**src/sv/assert_macros.svh**
```systemverilog
// ----------------------------------------------------------------------------
// assert_macros.svh
// Concurrent assertion helpers, compiled out for synthesis.
// ----------------------------------------------------------------------------
`ifndef ASSERT_MACROS_SVH
`define ASSERT_MACROS_SVH

`ifndef SYNTHESIS

// same-cycle implication
`define ASSERT_IMPL(label, clk, rst_n, ante, cons, msg) \
	label: assert property (@(posedge clk) disable iff (!(rst_n)) (ante) |-> (cons)) \
		else $error(msg);

// next-cycle implication
`define ASSERT_NEXT(label, clk, rst_n, ante, cons, msg) \
	label: assert property (@(posedge clk) disable iff (!(rst_n)) (ante) |=> (cons)) \
		else $error(msg);

`else

`define ASSERT_IMPL(label, clk, rst_n, ante, cons, msg)
`define ASSERT_NEXT(label, clk, rst_n, ante, cons, msg)

`endif

`endif

```
**src/sv/qps_pkg.sv**
```systemverilog
// ----------------------------------------------------------------------------
// qps_pkg
// Shared types, codes and helpers of the quadrature position servo.
// ----------------------------------------------------------------------------
`timescale 1ns / 1ps

package qps_pkg;

	localparam int POS_W   = 32;
	localparam int GAIN_W  = 8;
	localparam int SPEED_W = 12;
	localparam int CFG_W   = 12;
	localparam int IN_W    = 40;
	localparam int OUT_W   = 80;

	localparam logic [1:0] DIR_STOP = 2'd0;
	localparam logic [1:0] DIR_CW   = 2'd1;
	localparam logic [1:0] DIR_ACW  = 2'd2;

	localparam int CW_BIT  = 30;
	localparam int ACW_BIT = 31;

	localparam logic REG_GAIN  = 1'b0;
	localparam logic REG_LIMIT = 1'b1;

	localparam logic [GAIN_W-1:0]  GAIN_RESET  = 8'd48;
	localparam logic [SPEED_W-1:0] LIMIT_RESET = 12'd768;

	typedef struct packed {
		logic [1:0]         dir;
		logic               err_big;
		logic [SPEED_W-1:0] err_lo;
		logic [POS_W-1:0]   position;
	} qps_err_t;

	// successor in the count-up gray sequence 0,1,3,2
	function automatic logic [1:0] next_up(input logic [1:0] c);
		logic [1:0] r;
		case (c)
			2'd0:    r = 2'd1;
			2'd1:    r = 2'd3;
			2'd3:    r = 2'd2;
			2'd2:    r = 2'd0;
			default: r = 2'd0;
		endcase
		return r;
	endfunction

endpackage

```
**src/sv/qps_decoder.sv**
```systemverilog
// ----------------------------------------------------------------------------
// qps_decoder
// Quadrature step decode, position count and the input stage register.
// ----------------------------------------------------------------------------
`timescale 1ns / 1ps

module qps_decoder import qps_pkg::*; (
	input  logic             clk,
	input  logic             arst_n,
	input  logic             load,
	input  logic             chan_a,
	input  logic             chan_b,
	input  logic [POS_W-1:0] target_position,
	output logic [POS_W-1:0] position,
	output logic [POS_W-1:0] target_s1
);

	logic [1:0]       prev_code_q;
	logic [POS_W-1:0] count_q;
	logic [1:0]       code;
	logic             step_up;
	logic             step_dn;
	logic [POS_W-1:0] count_nxt;

	assign code    = {chan_a, chan_b};
	assign step_up = (next_up(prev_code_q) == code);
	assign step_dn = (next_up(code) == prev_code_q);

	always_comb begin
		count_nxt = count_q;
		if (step_up)
			count_nxt = count_q + POS_W'(1);
		else if (step_dn)
			count_nxt = count_q - POS_W'(1);
	end

	always_ff @(posedge clk or negedge arst_n) begin
		if (!arst_n) begin
			prev_code_q <= 2'd0;
			count_q     <= '0;
		end else if (load) begin
			prev_code_q <= code;
			count_q     <= count_nxt;
		end
	end

	always_ff @(posedge clk) begin
		if (load)
			target_s1 <= target_position;
	end

	assign position = count_q;

endmodule

```
**src/sv/qps_error.sv**
```systemverilog
// ----------------------------------------------------------------------------
// qps_error
// Position error, direction and error magnitude split for the gain stage.
// ----------------------------------------------------------------------------
`timescale 1ns / 1ps

module qps_error import qps_pkg::*; (
	input  logic             clk,
	input  logic             load,
	input  logic [POS_W-1:0] position,
	input  logic [POS_W-1:0] target,
	output qps_err_t         err_s2
);

	logic [POS_W:0]   d_pt;
	logic [POS_W:0]   d_tp;
	logic [POS_W-1:0] mag;
	qps_err_t         err_d;

	assign d_pt = {position[POS_W-1], position} - {target[POS_W-1], target};
	assign d_tp = {target[POS_W-1], target} - {position[POS_W-1], position};

	always_comb begin
		err_d.position = position;
		if (d_pt == '0) begin
			err_d.dir = DIR_STOP;
			mag       = '0;
		end else if (!d_pt[POS_W]) begin
			err_d.dir = DIR_CW;
			mag       = d_pt[POS_W-1:0];
		end else begin
			err_d.dir = DIR_ACW;
			mag       = d_tp[POS_W-1:0];
		end
		err_d.err_lo  = mag[SPEED_W-1:0];
		err_d.err_big = |mag[POS_W-1:SPEED_W];
	end

	always_ff @(posedge clk) begin
		if (load)
			err_s2 <= err_d;
	end

endmodule

```
**src/sv/qps_drive.sv**
```systemverilog
// ----------------------------------------------------------------------------
// qps_drive
// Gain multiply, speed saturation and drive word; result register.
// ----------------------------------------------------------------------------
`timescale 1ns / 1ps

module qps_drive import qps_pkg::*; (
	input  logic               clk,
	input  logic               load,
	input  qps_err_t           err_s2,
	input  logic [GAIN_W-1:0]  gain,
	input  logic [SPEED_W-1:0] speed_limit,
	output logic [1:0]         direction_q,
	output logic [SPEED_W-1:0] speed_q,
	output logic [POS_W-1:0]   drive_word_q,
	output logic [POS_W-1:0]   position_q
);

	logic [SPEED_W+GAIN_W-1:0] prod;
	logic [SPEED_W-1:0]        spd;
	logic [POS_W-1:0]          word;

	assign prod = err_s2.err_lo * gain;

	always_comb begin
		word = '0;
		if (err_s2.dir == DIR_STOP)
			spd = '0;
		else if (err_s2.err_big && (gain != '0))
			spd = speed_limit;
		else if (prod > (SPEED_W+GAIN_W)'(speed_limit))
			spd = speed_limit;
		else
			spd = prod[SPEED_W-1:0];
		word[SPEED_W-1:0] = spd;
		word[CW_BIT]      = (err_s2.dir == DIR_CW);
		word[ACW_BIT]     = (err_s2.dir == DIR_ACW);
	end

	always_ff @(posedge clk) begin
		if (load) begin
			direction_q  <= err_s2.dir;
			speed_q      <= spd;
			drive_word_q <= word;
			position_q   <= err_s2.position;
		end
	end

endmodule

```
**src/sv/quadrature_position_servo_unit.sv**
```systemverilog
// ----------------------------------------------------------------------------
// quadrature_position_servo_unit
// Quadrature encoder counter with proportional position drive command.
// ----------------------------------------------------------------------------
// Input stream s_*: one transfer per encoder sample, carrying the A/B levels
// and the target position. Output stream m_*: one result per sample with the
// direction, saturated speed, motor drive word and updated position count.
// Config port: cfg_wen/cfg_addr/cfg_wdata, index 0 gain, index 1 speed limit;
// write only while the block is idle.
// Pipeline: three register stages (count update, error, gain/saturation); a
// sample's result passes through them in that order before it is presented.
// Throughput: one sample per cycle, set by the count update loop, barring output stalls.
// Each stage loads whenever it is empty or its successor loads, so input is
// taken while a result waits, until all stages fill during an output stall.
// Reset clears the position count, the previous A/B code (to 00), all valid
// flags and sets gain 48 and speed limit 768.
// ----------------------------------------------------------------------------
`timescale 1ns / 1ps
`include "assert_macros.svh"

module quadrature_position_servo_unit import qps_pkg::*; (
	input  logic             clk,
	input  logic             arst_n,
	input  logic             s_tvalid,
	output logic             s_tready,
	input  logic [IN_W-1:0]  s_tdata,   // chan_a, chan_b, target_position[31:0], pad
	output logic             m_tvalid,
	input  logic             m_tready,
	output logic [OUT_W-1:0] m_tdata,   // direction[1:0], speed[11:0], drive_word[31:0],
	                                    // position[31:0], pad
	input  logic             cfg_wen,
	input  logic             cfg_addr,
	input  logic [CFG_W-1:0] cfg_wdata
);

	logic [GAIN_W-1:0]  gain_q;
	logic [SPEED_W-1:0] speed_limit_q;
	logic               v1_q;
	logic               v2_q;
	logic               vo_q;
	logic               en1;
	logic               en2;
	logic               en3;
	logic               in_xfer;
	logic [POS_W-1:0]   position;
	logic [POS_W-1:0]   target_s1;
	qps_err_t           err_s2;
	logic [1:0]         direction_q;
	logic [SPEED_W-1:0] speed_q;
	logic [POS_W-1:0]   drive_word_q;
	logic [POS_W-1:0]   position_q;

	assign en3      = !vo_q || m_tready;
	assign en2      = !v2_q || en3;
	assign en1      = !v1_q || en2;
	assign s_tready = en1;
	assign in_xfer  = s_tvalid && en1;

	always_ff @(posedge clk or negedge arst_n) begin
		if (!arst_n) begin
			gain_q        <= GAIN_RESET;
			speed_limit_q <= LIMIT_RESET;
		end else if (cfg_wen) begin
			case (cfg_addr)
				REG_GAIN:  gain_q        <= cfg_wdata[GAIN_W-1:0];
				REG_LIMIT: speed_limit_q <= cfg_wdata[SPEED_W-1:0];
				default: ;
			endcase
		end
	end

	always_ff @(posedge clk or negedge arst_n) begin
		if (!arst_n) begin
			v1_q <= 1'b0;
			v2_q <= 1'b0;
			vo_q <= 1'b0;
		end else begin
			if (en1)
				v1_q <= s_tvalid;
			if (en2)
				v2_q <= v1_q;
			if (en3)
				vo_q <= v2_q;
		end
	end

	qps_decoder u_decoder (
		.clk             (clk),
		.arst_n          (arst_n),
		.load            (in_xfer),
		.chan_a          (s_tdata[0]),
		.chan_b          (s_tdata[1]),
		.target_position (s_tdata[POS_W+1:2]),
		.position        (position),
		.target_s1       (target_s1)
	);

	qps_error u_error (
		.clk      (clk),
		.load     (en2),
		.position (position),
		.target   (target_s1),
		.err_s2   (err_s2)
	);

	qps_drive u_drive (
		.clk          (clk),
		.load         (en3),
		.err_s2       (err_s2),
		.gain         (gain_q),
		.speed_limit  (speed_limit_q),
		.direction_q  (direction_q),
		.speed_q      (speed_q),
		.drive_word_q (drive_word_q),
		.position_q   (position_q)
	);

	assign m_tvalid = vo_q;
	assign m_tdata  = {2'b00, position_q, drive_word_q, speed_q, direction_q};

	`ASSERT_IMPL(a_stop_quiet, clk, arst_n,
		m_tvalid && (direction_q == DIR_STOP),
		(speed_q == '0) && (drive_word_q == '0),
		"stopped result with nonzero speed or drive word")

	`ASSERT_IMPL(a_speed_cap, clk, arst_n, m_tvalid, speed_q <= speed_limit_q,
		"speed above limit")

	`ASSERT_IMPL(a_word_dir, clk, arst_n, m_tvalid,
		(drive_word_q[CW_BIT] == (direction_q == DIR_CW)) &&
		(drive_word_q[ACW_BIT] == (direction_q == DIR_ACW)),
		"drive word direction bits disagree with direction")

	`ASSERT_NEXT(a_count_step, clk, arst_n, 1'b1,
		(position == $past(position)) || (position == $past(position) + POS_W'(1)) ||
		(position == $past(position) - POS_W'(1)),
		"position count moved by more than one")

endmodule

```
**config.mk**
```make
export PLATFORM = sky130hd
export DESIGN_NAME = quadrature_position_servo_unit
export DESIGN_NICKNAME = d
export VERILOG_FILES = /design/src/sv/qps_pkg.sv /design/src/sv/qps_decoder.sv /design/src/sv/qps_error.sv /design/src/sv/qps_drive.sv /design/src/sv/quadrature_position_servo_unit.sv
export VERILOG_INCLUDE_DIRS = /design/src /design/src/sv
export SDC_FILE = /design/constraint.sdc
export NUM_CORES = 1
export LEC_CHECK = 0
export BUFFER_PORTS_ARGS = -buffer_cell sky130_fd_sc_hd__buf_2
export CELL_PAD_IN_SITES_DETAIL_PLACEMENT = 1
export CELL_PAD_IN_SITES_GLOBAL_PLACEMENT = 1
export CORE_MARGIN = 1
export CORE_UTILIZATION = 48
export CTS_CLUSTER_SIZE = 14
export DETAILED_ROUTE_END_ITERATION = 6
export PLACE_DENSITY_LB_ADDON = 0.1
export SYNTH_ARGS = -nofsm -noshare
export SYNTH_HDL_FRONTEND = slang
export SYNTH_SLANG_ARGS = --single-unit
```
**constraint.sdc**
```tcl
create_clock -name clk -period 7.38 [get_ports clk]
set_input_delay 0.738 -clock clk [delete_from_list [all_inputs] [get_ports clk]]
set_output_delay 0.738 -clock clk [all_outputs]
set_load 0.03 [all_outputs]
```
==> flow_summary.yaml, run 1 <==
outcome:
  status: "finished clean"
clock_network:
  clk_pin_slew_worst_paths_ns: 0.08
  cts_resized: 0
  cts_buffer_depth: 2
  clock_latency_ns: 0.47
  post_cts_buffers: 0
  cts_hold_buf: 0
  cts.sinks: 184
  cts_buffers: 17
  cts_tree: "done"
  cts-root-buf: "clkbuf_16"
  ctsHtreeMaxLevel: 4
hold_path:
  hold_class: "reg -> reg"
  hold_start: "u_error.err_s2[25]"
  holdPathEnd: "u_drive.position_q[25]"
  hold_depth: 0
sta:
  slew_viol_final: 0
  tns_ns: 0
  hold_viol_final: 0
  holdWs_ns: 0.414
  setup_viol: 0
  worst_pin_slew_ns: 0.902
  period_needed_ns: 6.92
  fmax_ghz: 0.144
  slew_headroom_pct: 39.6
  fin_skew_ns: 0.0237
  period_share_pct: 93.8
  rsz0062_at_grt: "no"
yosys:
  synth_ff_type: "edfxtp_1"
  yosysMostFrequentCell: "inv_1"
  synthArstFlopShare_pct: 31.0
  syn-cell-area_mm2: 0.0153
  yosysUniqueCellTypes: 73
  yosys-top-cells-count: "inv_1, ha_1, edfxtp_1"
  synth_area_leaders: "edfxtp_1, ha_1, dfrtp_1"
  synth_top_area_share_pct: 24.9
  syn_inst: 1599
  synth_enable_flop_cells: 127
  synth_top_area_cell: "edfxtp_1"
  synth_seq_cells: 184
  synth_warnings: 0
  synth_area_per_cell_um2: 9.57
  ys_seq_area_share_pct: 34.3
route:
  first_pass_iters: 7
  via_per_inst: 5.65
  drt-total-wl_um: 40900
  wl_met3_um: 1060
  wl_met2_um: 20900
  top_layer: "met4"
  antenna_left: 0
  wl_met1_um: 17400
  drt_drc_violations_left: 0
  drt_iter0_markers: 551
  wl_per_cell_um: 19.6
  vias: 11765
critical_path:
  reg2reg_slack_ns: 0.46
  crit_fanout: 14
  cp.required_ns: 7.55
  crit_top_cell: "fa_1"
  cp_slowest_cell: "dfrtp_1"
  r2r-end: "u_drive.speed_q[6]"
  path_cells: "nand2_1 -> fa_1 -> fa_1 -> inv_1 -> fa_1 -> inv_1 -> fa_1 -> inv_1 -> ha_1 -> nand2_1 -> o211ai_1 -> a21o_1 -> a21oi_1 -> xnor2_1 -> ha_1 -> a21o_1 -> a21oi_1 -> a31oi_1 -> nor3_1 -> nand4_1 -> nor4_2 -> buf_4 -> mux2i_1 -> nor2_1"
  reg2regPathDepth: 24
  worstSetupStartpointType: "flop"
  r2r_start: "gain_q[7]"
  critPathMaxStageDelay_ns: 0.62
  cp-end-kind: "flop"
  arrival_ns: 7.10
  critical_path_class: "reg -> reg"
cells_and_area:
  drive_gt1_share_pct: 12.0
  nets: 1935
  area.growth.synth_to_final_pct: 8.67
  diodes: 0
floorplan:
  ioPinCount: 140
  die_w_um: 181
  die-height_um: 181
  rows: 65
  die_area_mm2: 0.0326
  initial_utilization_pct: 48.6
  coreArea_mm2: 0.0315
global_route:
  grt_usage_pct: 26.0
  grt_pass1_vias: 12262
  antenna_found_initial: 0
  grt_pass1_wl_um: 66000
  grt_max_degree: 58
  gr-total-overflow: 0
placed_design:
  gp_congestion: 0.903
  portBuffers: 113
  hpwl_um: 31400
job:
  maxCapViolCount: 0
-- registers in the layout, indices dropped and copies added, names as in the netlist --
signal / count
u_decoder.target_s1: 32
u_decoder.position: 32
speed_limit_q: 12
u_drive.position_q: 32
gain_q: 8
u_error.err_s2: 47
u_drive.direction_q: 2
v1_q: 1
u_drive.speed_q: 11
v2_q: 1
u_drive.drive_word_q: 3
u_decoder.prev_code_q: 2
m_tvalid: 1
-- how the worst max path moves through the flow --
stage | slack [ns] | start | endpoint
final | 0.46 | gain_q[7] | u_drive.speed_q[6]
after global routing | 0.21 | gain_q[6] | u_drive.speed_q[6]
after CTS | 0.40 | gain_q[7] | u_drive.speed_q[6]
after detailed placement | 0.41 | gain_q[7] | u_drive.speed_q[6]
after global placement | 0.64 | gain_q[7] | u_drive.drive_word_q[11]
after floorplan | 1.08 | gain_q[5] | u_drive.drive_word_q[11]
-- area by class of cell --
cell class	count	area, um^2
clock buffer	17	425
clock inverter	15	173
fill	3586	14800
inverter	190	713
multi-input combinational	1155	8940
sequential	184	5250
tap	402	503
timing repair buffer	121	626
-- logic make-up (layout without fill, tap and decap cells) --
group	Yosys count	count (layout)	synth area share (%)
fa+ha+maj	208	208	20.1
mux	63	63	4.35
other cells	1	20	0.0245
buf+inv	279	343	7.88
compound gates	372	372	15.3
simple gates	417	417	13.8
flops	184	184	34.3
xor+xnor	75	75	4.29
-- worst max-delay path: cells and delay by family, from the launching register on --
family / cells / cell delay, ns
adder cells (fa/ha/maj): 6 / 2.82
AO/OA/AOI/OAI: 6 / 1.06
AND/OR/NAND/NOR: 6 / 0.91
flip-flops: 1 / 0.62
XOR/XNOR: 1 / 0.48
buffers and inverters: 4 / 0.46
multiplexers: 1 / 0.25
-- routing by layer --
layer  GRT usage (%)  vias to the layer above
li1                -                     5624
met1            31.1                     5872
met5               0                        -
met3            3.35                       61
met4            11.4                        0
met2            46.6                      208
-- stage by stage --
step / cell area, um^2 / setup WS (ns) / std cells / util [%]
global placement: 16000 / 0.639 / 2052 / 50.9
finish: 16600 / 0.456 / 2084 / 52.8
CTS: 16600 / 0.402 / 2084 / 52.8
detailed placement: 16000 / 0.414 / 2052 / 50.9
floorplan: 15400 / 1.08 / 1618 / -
global route: 16600 / 0.207 / 2084 / 52.8
-- placed cells by master, fill, tap and decap left out, types with 7 or more instances in the layout --
cell	instances
xor2_1	30
o21bai_1	10
a21o_1	46
mux2_2	28
buf_2	113
o21a_1	19
o31ai_1	7
fa_1	63
or3_1	9
a211oi_1	10
mux2i_1	35
nor4_1	8
a21oi_1	109
buf_4	8
edfxtp_1	127
and3_1	8
nor2b_1	14
ha_1	145
nand2b_1	25
clkbuf_16	17
o21ai_0	91
nand4_1	21
dfrtp_1	53
nand2_1	109
conb_1	20
nand3_1	24
nor3_1	18
nor2_1	78
a21boi_0	8
a31oi_1	9
o211ai_1	12
xnor2_1	45
and2_1	80
inv_1	189
Power of run 1 is left out: the tool's default activity adds up to more than one toggle a clock period on the data nets, which glitch-free logic cannot reach.
==> run 2: changes to the inputs <==
Settings changed: GPL_ROUTABILITY_DRIVEN from default to 0, PLACE_DENSITY from default to 0.81, PLACE_DENSITY_LB_ADDON 0.1 to default.
==> run 2 against run 1 <==
Against the previous run: global-route usage rose by 0.82 points; first-iteration DRC count decreased by 3.4%; via count rose by 1.2%; maximum frequency is 1.4% higher; non-clock buffer count is 1 lower; clock-buffer cell count up 3; register-to-register slack better by 0.096 ns; wire length rose by 3.5%; critical endpoint is now u_drive.speed_q[7]; largest cell class unchanged; highest routed layer unchanged.
==> flow_summary.yaml, run 2 (same netlist as run 1, synthesis figures left out) <==
floorplan:
  initial_utilization_pct: 48.6
  die-height_um: 181
  rows: 65
  ioPinCount: 140
  die_w_um: 181
  die_area_mm2: 0.0326
  coreArea_mm2: 0.0315
sta:
  worst_pin_slew_ns: 1.25
  period_share_pct: 92.5
  slew_headroom_pct: 16.7
  hold_viol_final: 0
  slew_viol_final: 0
  tns_ns: 0
  rsz0062_at_grt: "no"
  fin_ws_ns: 0.552
  period_needed_ns: 6.83
  setup_viol: 0
  fin_skew_ns: 0.0179
  fmax_ghz: 0.146
placed_design:
  hpwl_um: 31900
  dp.cells: 2051
  dpl_worst_slack_ns: 0.491
  dpl_cell_area_mm2: 0.0160
  portBuffers: 113
cells_and_area:
  final_common_cell: "inv_1"
  drive_gt1_share_pct: 11.8
  regArea_mm2: 0.00525
  instances_no_fill: 2083
  area.growth.synth_to_final_pct: 8.86
  mostFrequentLayoutCells: "inv_1, ha_1, edfxtp_1"
  multi_input_area_mm2: 0.00894
  diodes: 0
  fillCellCount: 3570
  nets: 1934
  largest_register_ffs: 47
  regMostFlops: "u_error.err_s2"
  fin_area_mm2: 0.0167
clock_network:
  ctsHtreeMaxLevel: 4
  post_cts_buffers: 0
  cts_buffer_depth: 2
  cts_resized: 0
  clock_latency_ns: 0.46
  cts-root-buf: "clkbuf_16"
  cts_hold_buf: 0
  clk_pin_slew_worst_paths_ns: 0.08
  cts.sinks: 184
  cts_tree: "done"
  cts_buffers: 17
route:
  drt_iter0_markers: 532
  drt_drc_violations_left: 0
  wl_per_cell_um: 20.3
  first_pass_iters: 5
  antenna_left: 0
  vias: 11904
  via_per_inst: 5.71
  drt-total-wl_um: 42300
hold_path:
  hold_start: "u_error.err_s2[8]"
  holdPathEnd: "u_drive.position_q[8]"
  hold_depth: 0
  hold_class: "reg -> reg"
critical_path:
  worstSetupStartpointType: "flop"
  cp.required_ns: 7.54
  crit_top_cell: "fa_1"
  cp-startpoint: "gain_q[6]"
  crit_family: "adder cells"
  crit_fanout: 14
  reg2reg_slack_ns: 0.55
  r2r-end: "u_drive.speed_q[7]"
  critPathMaxStageDelay_ns: 0.62
  cp-end-kind: "flop"
  cp_slowest_cell: "dfrtp_1"
  arrival_ns: 6.99
  critical_path_class: "reg -> reg"
  crit_buf_inv: 4
  r2r_start: "gain_q[6]"
  path_cells: "nand2_1 -> fa_1 -> fa_1 -> inv_1 -> fa_1 -> inv_1 -> fa_1 -> inv_1 -> ha_1 -> nand2_1 -> o211ai_1 -> a21o_1 -> a21oi_1 -> xnor2_1 -> ha_1 -> a21o_1 -> a21oi_1 -> a31oi_1 -> nor3_1 -> nand4_1 -> nor4_2 -> buf_4 -> mux2i_1 -> nor2_1"
  reg2regPathDepth: 24
global_route:
  gr-total-overflow: 0
  grt_max_degree: 64
  grt_pass1_vias: 12664
  grt_usage_pct: 26.8
  grt_pass1_wl_um: 68200
  antenna_found_initial: 0
job:
  maxCapViolCount: 0
outcome:
  status: "finished clean"
## run 2: cell types whose count changed in the layout (fill, tap and decap cells not counted), moves of 2 or more
cell,change
clkinv_4,+3
bufinv_16,+4
inv_8,-5
clkbuf_1,+2
clkinv_8,-3
## run 2: worst max path at each step
stage | to | slack (ns) | cells past startpoint
2_1_floorplan | u_drive.drive_word_q[11] | 1.08 | 25
3_3_place_gp | u_drive.speed_q[10] | 0.79 | 24
3_5_place_dp | u_drive.speed_q[6] | 0.49 | 24
4_1_cts | u_drive.speed_q[6] | 0.47 | 24
5_1_grt | u_drive.speed_q[6] | 0.14 | 24
6_report | u_drive.speed_q[7] | 0.55 | 24
## run 2: cell type report
cell class / count / share of cell area [%]
multi-input combinational: 1155 / 53.7
sequential: 184 / 31.5
inverter: 190 / 4.28
timing repair buffer: 120 / 3.71
tap: 402 / 3.02
clock buffer: 20 / 2.68
clock inverter: 12 / 1.13
## run 2: worst reg2reg max path, delay by kind of cell (launching register included)
| kind | cells | cell delay, ns |
|---|---|---|
| adders and majority gates | 6 | 2.86 |
| AOI/OAI and AO/OA | 6 | 1.06 |
| and+or+nand+nor | 6 | 0.91 |
| DFF | 1 | 0.62 |
| buffers and inverters | 4 | 0.48 |
| xor gates and xnor gates | 1 | 0.34 |
| muxes | 1 | 0.27 |
## run 2: per-stage QoR
stage | util [%] | hold WS, ns
finish | 52.9 | 0.416
global route | 52.9 | 0.427
CTS | 52.9 | 0.414
detailed placement | 50.9 | 0.406
global placement | 50.9 | 0.402
floorplan | - | 0.400
## run 2: per-layer routing
| metal | track usage, % | up-vias | part of all wire (%) |
|---|---|---|---|
| met5 | 0 | - | 0 |
| met4 | 13.2 | 0 | 4.6 |
| met3 | 4.22 | 101 | 3.5 |
| met2 | 47.8 | 325 | 51 |
| met1 | 31.3 | 5854 | 41 |
| li1 | - | 5624 | - |
Power of run 2 is left out for the same reason.
==> run 3: changes to the inputs <==
Settings changed: BUFFER_PORTS_ARGS -buffer_cell sky130_fd_sc_hd__buf_2 to -buffer_cell sky130_fd_sc_hd__clkbuf_2, CTS_CLUSTER_DIAMETER from default to 30.
==> run 3 against run 2 <==
Against the previous run: cell area up 0.12%; utilization increased by 0.064 points; cell count unchanged; critical endpoint is now u_drive.drive_word_q[11]; clock-buffer cell count is the same; worst setup slack lost 0.0027 ns; hold slack gained 0.0058 ns; die area unchanged; via count is 0.85% lower; wire length shrank 1.2%.
==> flow_summary.yaml, run 3 (same netlist as run 1, synthesis figures left out) <==
sta:
  fin_skew_ns: 0.0174
  period_share_pct: 92.6
  hold_viol_final: 0
  tns_ns: 0
  setup_viol: 0
  rsz0062_at_grt: "no"
  fmax_ghz: 0.146
  slew_headroom_pct: 25.3
  slew_viol_final: 0
  worst_pin_slew_ns: 1.12
  period_needed_ns: 6.83
clock_network:
  cts_hold_buf: 0
  cts_buffers: 17
  cts_buffer_depth: 2
  post_cts_buffers: 0
  clock_latency_ns: 0.46
  cts_resized: 0
  cts-root-buf: "clkbuf_16"
  cts_tree: "done"
  ctsHtreeMaxLevel: 4
  cts.sinks: 184
  clk_pin_slew_worst_paths_ns: 0.07
global_route:
  grt_pass1_vias: 12628
  gr-total-overflow: 0
  grt_usage_pct: 26.4
  antenna_found_initial: 0
  grt_max_degree: 64
  grt_pass1_wl_um: 67500
route:
  wl_per_cell_um: 20.1
  first_pass_iters: 5
  antenna_left: 0
  drt-total-wl_um: 41800
  vias: 11803
  via_per_inst: 5.67
  drt_iter0_markers: 595
  drt_drc_violations_left: 0
floorplan:
  die_area_mm2: 0.0326
  die_w_um: 181
  coreArea_mm2: 0.0315
  rows: 65
  initial_utilization_pct: 48.6
  die-height_um: 181
  ioPinCount: 140
cells_and_area:
  regMostFlops: "u_error.err_s2"
  final_common_cell: "inv_1"
  instances_no_fill: 2083
  mostFrequentLayoutCells: "inv_1, ha_1, edfxtp_1"
  area.growth.synth_to_final_pct: 8.99
  diodes: 0
  nets: 1934
  drive_gt1_share_pct: 11.8
  largest_register_ffs: 47
hold_path:
  hold_class: "reg -> reg"
  holdPathEnd: "u_drive.position_q[6]"
  hold_depth: 0
  hold_start: "u_error.err_s2[6]"
placed_design:
  dp.cells: 2051
  portBuffers: 113
  hpwl_um: 31800
critical_path:
  arrival_ns: 6.99
  critical_path_class: "reg -> reg"
  crit_fanout: 14
  worstSetupStartpointType: "flop"
  cp-startpoint: "gain_q[4]"
  reg2reg_slack_ns: 0.55
  reg2regPathDepth: 24
  r2r-end: "u_drive.drive_word_q[11]"
  r2r_start: "gain_q[4]"
  cp.required_ns: 7.54
  cp-end-kind: "flop"
outcome:
  status: "finished clean"
job:
  maxCapViolCount: 0
run 3: cell count changes in the layout (fill, tap and decap cells not counted), sizes merged:
| cell | previous run | this run |
|---|---|---|
| buf | 120 | 7 |
| clkbuf | 20 | 133 |
| clkinv | 4 | 1 |
| inv | 193 | 195 |
| bufinv | 4 | 5 |
run 3: worst max-delay path by stage:
stage,to,slack (ns)
floorplan,u_drive.drive_word_q[11],1.08
global placement,u_drive.speed_q[10],0.79
detailed placement,u_drive.drive_word_q[11],0.52
CTS,u_drive.drive_word_q[11],0.48
global route,u_drive.speed_q[4],0.24
finish,u_drive.drive_word_q[11],0.55
run 3: stage by stage:
step	hold WS (ns)	area [um^2]	worst slack [ns]	util [%]
detailed placement	0.407	16000	0.517	50.9
floorplan	0.400	15400	1.08	-
global placement	0.402	16000	0.786	50.9
finish	0.422	16700	0.549	53.0
CTS	0.420	16700	0.478	53.0
global route	0.426	16700	0.237	53.0
run 3: cell type report:
cell class              instances  area [um^2]
repair buffers                120          618
fillers                      3595        14800
clock buffers                  20          447
flip-flops and latches        184         5250
multi-input cells            1155         8940
clock inverters                12          209
well taps                     402          503
inverters                     190          713
run 3: worst max-delay path, stage by stage (launching register included):
cell	delay (ns)
dfstp_2	0.69
nand2_1	0.13
fa_1	0.55
fa_1	0.50
inv_1	0.06
fa_1	0.53
inv_1	0.06
fa_1	0.52
inv_1	0.05
ha_1	0.38
nand2_1	0.07
o211ai_1	0.27
a21o_1	0.18
a21oi_1	0.08
xnor2_1	0.35
ha_1	0.33
a21o_1	0.16
a21oi_1	0.15
a31oi_1	0.22
nor3_1	0.26
nand4_1	0.14
nor4_2	0.23
buf_4	0.31
mux2i_1	0.26
nor2_1	0.06
run 3: routing by layer:
layer | global-route usage [%] | wire length, um
met5 | 0 | 0
met1 | 30.7 | 17500
met2 | 48.2 | 21500
met3 | 4.06 | 1150
met4 | 11.1 | 1630
Power of run 3 is left out for the same reason.
